<file path="config.mk">
export PLATFORM = sky130hd
export DESIGN_NAME = rcbp_ctrl
export DESIGN_NICKNAME = d
export VERILOG_FILES = /design/src/rtl/rcbp_pkg.sv /design/src/rtl/rcbp_ctrl.sv
export SDC_FILE = /design/constraint.sdc
export NUM_CORES = 1
export LEC_CHECK = 0
export BUFFER_PORTS_ARGS = -buffer_cell sky130_fd_sc_hd__buf_2
export CORE_AREA = 2 2 39 41
export DETAILED_ROUTE_END_ITERATION = 7
export DIE_AREA = 0 0 41 43
export SYNTH_ARGS = -nofsm -noshare
export SYNTH_HDL_FRONTEND = slang
export SYNTH_SLANG_ARGS = --single-unit
</file>
<file path="constraint.sdc">
create_clock -name i_clk -period 0.82 [get_ports i_clk]
set_input_delay 0.123 -clock i_clk [delete_from_list [all_inputs] [get_ports i_clk]]
set_output_delay 0.123 -clock i_clk [all_outputs]
set_load 0.1 [all_outputs]
</file>
<file path="src/rtl/rcbp_pkg.sv">
// ============================================================================
// rcbp_pkg
// Shared types and constants for the reference-counted buffer pool.
// ============================================================================
`default_nettype none

package rcbp_pkg;

    // Fixed field widths of the stream payloads
    localparam int OP_W       = 2;
    localparam int ID_W       = 10;
    localparam int CNT_IN_W   = 8;
    localparam int STATUS_W   = 2;
    localparam int LEVEL_W    = 11;
    localparam int POOL_W     = 11;
    localparam int S_DATA_W   = 24;
    localparam int M_DATA_W   = 24;

    // Buffer index space and reset values
    localparam int          ID_SPACE       = 1024;
    localparam logic [10:0] POOL_SIZE_RST  = 11'd1024;

    // Defaults for the top-level parameters
    localparam int MAX_BUFFERS_DEF = 1024;
    localparam int COUNT_BITS_DEF  = 8;

    // Operation codes
    typedef enum logic [1:0] {
        OP_ADD   = 2'd0,
        OP_ALLOC = 2'd1,
        OP_FREE  = 2'd2,
        OP_NONE  = 2'd3
    } t_op;

    // Result status codes
    typedef enum logic [1:0] {
        ST_OK    = 2'd0,
        ST_FULL  = 2'd1,
        ST_EMPTY = 2'd2,
        ST_ZERO  = 2'd3
    } t_status;

    // Controller states
    typedef enum logic [1:0] {
        S_CLEAR,
        S_IDLE,
        S_EXEC
    } t_state;

    // Commands from controller to datapath
    typedef struct packed {
        logic clear_en;
        logic take;
        logic exec;
    } t_dp_cmd;

    // Status from datapath to controller
    typedef struct packed {
        logic clear_last;
        logic out_free;
    } t_dp_stat;

endpackage

`default_nettype wire

</file>
<file path="src/rtl/rcbp_ctrl.sv">
// ============================================================================
// rcbp_ctrl
// Controller: count-table clearing pass, item accept and execute sequencing.
// ============================================================================
`default_nettype none

module rcbp_ctrl (
    input  wire logic               i_clk,
    input  wire logic               i_rst_n,
    input  wire logic               i_s_tvalid,
    output logic                    o_s_tready,
    input  wire rcbp_pkg::t_dp_stat i_stat,
    output rcbp_pkg::t_dp_cmd       o_cmd
);

    rcbp_pkg::t_state r_state;
    rcbp_pkg::t_state n_state;

    // State register
    always_ff @(posedge i_clk) begin
        if (!i_rst_n) begin
            r_state <= rcbp_pkg::S_CLEAR;
        end else begin
            r_state <= n_state;
        end
    end

    // Next state
    always_comb begin
        n_state = r_state;
        unique case (r_state)
            rcbp_pkg::S_CLEAR: begin
                if (i_stat.clear_last) begin
                    n_state = rcbp_pkg::S_IDLE;
                end
            end
            rcbp_pkg::S_IDLE: begin
                if (i_s_tvalid) begin
                    n_state = rcbp_pkg::S_EXEC;
                end
            end
            rcbp_pkg::S_EXEC: begin
                if (i_stat.out_free) begin
                    n_state = rcbp_pkg::S_IDLE;
                end
            end
            default: begin
                n_state = rcbp_pkg::S_CLEAR;
            end
        endcase
    end

    // Outputs
    always_comb begin
        o_cmd      = '0;
        o_s_tready = 1'b0;
        unique case (r_state)
            rcbp_pkg::S_CLEAR: begin
                o_cmd.clear_en = 1'b1;
            end
            rcbp_pkg::S_IDLE: begin
                o_s_tready = 1'b1;
                o_cmd.take = i_s_tvalid;
            end
            rcbp_pkg::S_EXEC: begin
                o_cmd.exec = i_stat.out_free;
            end
            default: begin
                o_cmd = '0;
            end
        endcase
    end

endmodule

`default_nettype wire

</file>
Word-level counts from Yosys, hierarchy flattened
Cells that the tools add are included.
- add/sub/neg operators: 0
- multiply operators: 0
- divide/modulo/power cells: 0
- order comparisons: 0
- eq/ne operators: 5
- shift operators: 0
- multiplexer cells: 8
- bitwise gates (word level): 0
- reduce and logical (&&, ||, !) cells: 2
- operators with widths (cell ; count):
    $mux 2 ; 3
    $ne 2x2->1 const B ; 3
    $pmux 2 s3 ; 1
    $mux 1 ; 4
    $reduce_and 3->1 ; 1
    $eq 2x1->1 const B ; 1
    $eq 2x2->1 const B ; 1
    $logic_not 2->1 ; 1
- register bits: 2
- latch bits: 0
- bits in writable memories: 0
- bits in read-only memories: 0
- input bits: 5
- output and inout port bits: 4
- logic and storage cells: 16
- memories kept: 0

Depth between registers and ports, before layout
- depth after elaboration: 3
- gate-level depth with buffers: 3
- mapped depth without buffers: 3

Worst setup path before layout
No wires, ideal clock.
- kind: register to output
- from: register r_state[1]
- to: output o_cmd[0] in the netlist's numbering
- arrival: 2.611 ns
- required time: 0.697 ns
- setup slack: -1.914 ns
- cell stages (with the launch flop): 2
- path buffers: 0
- cell sequence: dfxtp_1 -> nor3b_1
- RTL lines (item ; RTL line ; source):
    start, declared ; rcbp_ctrl.sv:16 ; rcbp_pkg::t_state r_state;
    start signal, assigned ; rcbp_ctrl.sv:22 ; r_state <= rcbp_pkg::S_CLEAR;
    start signal, assigned ; rcbp_ctrl.sv:24 ; r_state <= n_state;
    end, declared ; rcbp_ctrl.sv:13 ; output rcbp_pkg::t_dp_cmd o_cmd

==> impl_metrics.csv <==
group,metric,value,unit
global_route,grt_start_max_net_pins,7,
worst_setup_path,cp_cell_sequence,"nor3b_4 > buf_12",
clock_tree,cts_hold_buf,0,
worst_setup_path,slowest_delay,380,ps
power_and_ir_drop,power_frac_comb,45.7,%
final_layout,regMostFlops,"r_state",
synthesis,ys_ff_latch,2,
clock_tree,clockBufferDepth,2,
sta,hold_viol_final,0,
final_layout,seq_area,47.5,um^2
final_layout,largest_reg_flops,2,
power_and_ir_drop,intPower,0.384,mW
placed_design,gp_congestion,0.487,
power_and_ir_drop,power_frac_seq,20.0,%
global_route,overflow,0,
placed_design,dpl.hpwl,255,um
die,die_h,43,um
final_layout,top_regs,"r_state (2)",
synthesis,synthCells,13,
sta,rsz0062_at_grt,"true",
die,die_area,1760,um^2
global_route,antenna_found_initial,0,
sta,setup_viol,6,
power_and_ir_drop,power.share.clock,34.3,%
sta,fmaxAchievable,870,MHz
drt,drc,0,
sta,finalCritPeriodShare,140,%
die,die_x,41,um
synthesis,synth_top_area_cell,"dfxtp_1",
global_route,grt_pass1_wl,676,um
global_route,grt_pass1_vias,173,
power_and_ir_drop,p_sw_share,38.4,%
synthesis,synth_flop_cell,"dfxtp_1",
synthesis,synth_cell_type_count,9,
worst_setup_path,slowest_stage,"dfxtp_4",
synthesis,yosysSeqAreaShare,37.6,%
synthesis,synth_edf_count,0,
sta,skew,2.67,ps
sta,worst_pin_slew,189,ps
drt,drt_iter0_drc,3,
sta,period_minus_slack,1150,ps
synthesis,syn_avg_cell_area,8.18,um^2
sta,slew_viol_final,0,
job,maxCapViolations,0,
clock_tree,clkTransAtPathRegs,30,ps
worst_setup_path,cp.required,700,ps
clock_tree,cts.sinks,2,
placed_design,io_buffers,8,
synthesis,synth_commonest_cells,"dfxtp_1 (2), nor2_1 (2), nor3b_1 (2), o21a_1 (2)",
clock_tree,htreeDepth,1,
synthesis,syn_nets,18,
final_layout,final_area,333,um^2
die,io_pins,9,
final_layout,post-route-util,24.1,%
clock_tree,cts_tree,"built",
synthesis,synth_area_leaders,"dfxtp_1 (38%), nor3b_1 (14%), o21a_1 (14%), o211a_1 (9.4%), nor2_1 (7.1%)",
sta,slew-limit-headroom,87.4,%
drt,firstDrtPassIters,2,
final_layout,drive_gt1_share,81.5,%
power_and_ir_drop,power.total,0.624,mW
drt,totalWireLength,392,um
final_layout,antenna_cells,0,
worst_setup_path,cp-end-kind,"output port",
power_and_ir_drop,power.density,1870,nW/um^2
clock_tree,cts-root-buf,"clkbuf_4",
final_layout,fill_cells,156,
synthesis,synth_area,106,um^2
synthesis,async_flop_share,0,%
drt,avgRoutedWirePerCell,9.12,um
min_path,hold_class,"in -> reg",
worst_setup_path,path_class,"reg -> out",
drt,drt-vias-per-instance,3.40,
sta,setup_slack,-330,ps
outcome,status,"finished, violations left",
worst_setup_path,worstSetupStartpointType,"register",
die,initial_core_util,7.69,%
worst_setup_path,crit_fanout,6,
power_and_ir_drop,vdd_ir_drop_max,0.433,mV
synthesis,synth_top_area_share,37.6,%
final_layout,multi_input_area,104,um^2
clock_tree,cts_buffers,3,
final_layout,nets,34,
die,rows,14,
global_route,gr-usage-all-layers,6.51,%
drt,ant_nets,0,
die,core_region_area,1380,um^2
power_and_ir_drop,p_sw,0.240,mW
power_and_ir_drop,power.leakage,0.150,nW
clock_tree,clkLatencyLatePin,220,ps
drt,vias,146,
worst_setup_path,arrival,1030,ps
final_layout,syn2layout_area_growth,213,%
synthesis,ys_warn_count,0,
placed_design,place_area,270,um^2
outcome,violations,"negative setup slack",
-- layer usage --
layer  track usage, %  vias up  share of wire, %
li1                 -       74                 -
met1             5.10       63                37
met2             8.75        7                50
met3             6.28        2                10
met4             6.00        0               2.0
met5                0        -                 0
-- power groups by stage --
stage	combinational (mW)	sequential (mW)	clock (mW)
after floorplan	0.165	0.126	0
after global placement	0.256	0.129	0
after detailed placement	0.256	0.129	0
after CTS	0.286	0.125	0.229
after global routing	0.295	0.127	0.243
final	0.285	0.125	0.214
-- final timing paths --
check	startpoint	endpoint	slack [ps]	depth (start not counted)
setup / recovery	r_state[1]	o_cmd[0]	-330	2
hold / removal	i_rst_n	r_state[1]	130	2
setup reg to reg	r_state[0]	r_state[0]	-150	3
hold reg to reg	r_state[1]	r_state[0]	620	2
-- layout make-up --
class / count / area share [%]
Clock buffer: 3 / 6.77
Inverter: 1 / 1.13
Multi-Input combinational cell: 10 / 31.2
Sequential cell: 2 / 14.3
Tap cell: 16 / 6.02
Timing Repair Buffer: 11 / 40.6
-- critical path, delay by kind of cell, from the launching register on --
family / cells / cell delay (ps)
flops: 1 / 380
simple gates: 1 / 230
buf+inv: 1 / 200
-- repair_timing --
item | 4_1_cts | 5_1_grt
pin swaps | 3 | 1
buffers inserted | 3 | 0
resized for setup | 1 | 0
endpoints found under the setup margin | 5 | 6
-- stage by stage --
stage	TNS (ps)	setup WS, ps	hold slack [ps]	instances
floorplan	-1830	-538	240	13
finish	-1350	-330	135	43
CTS	-1420	-342	130	43
detailed placement	-293	-132	362	37
global route	-1590	-376	136	43
global placement	-245	-112	355	37
-- cells in the final DEF (no fill, tap or decap), drive strengths merged --
cell    count
dfxtp       2
clkbuf      3
o21ai       1
nor2        2
o21a        2
nor3b       2
o211a       1
buf        11
nor2b       1
inv         1
nand2       1
-- logic make-up (layout without fill, tap and decap cells) --
group / after synthesis / after routing / synth area share, %
and+or+nand+nor: 6 / 6 / 30.6
AOI/OAI and AO/OA: 4 / 4 / 28.2
DFF: 2 / 2 / 37.6
buffers and inverters: 1 / 15 / 3.53
Power figures use the tool's default switching activity.
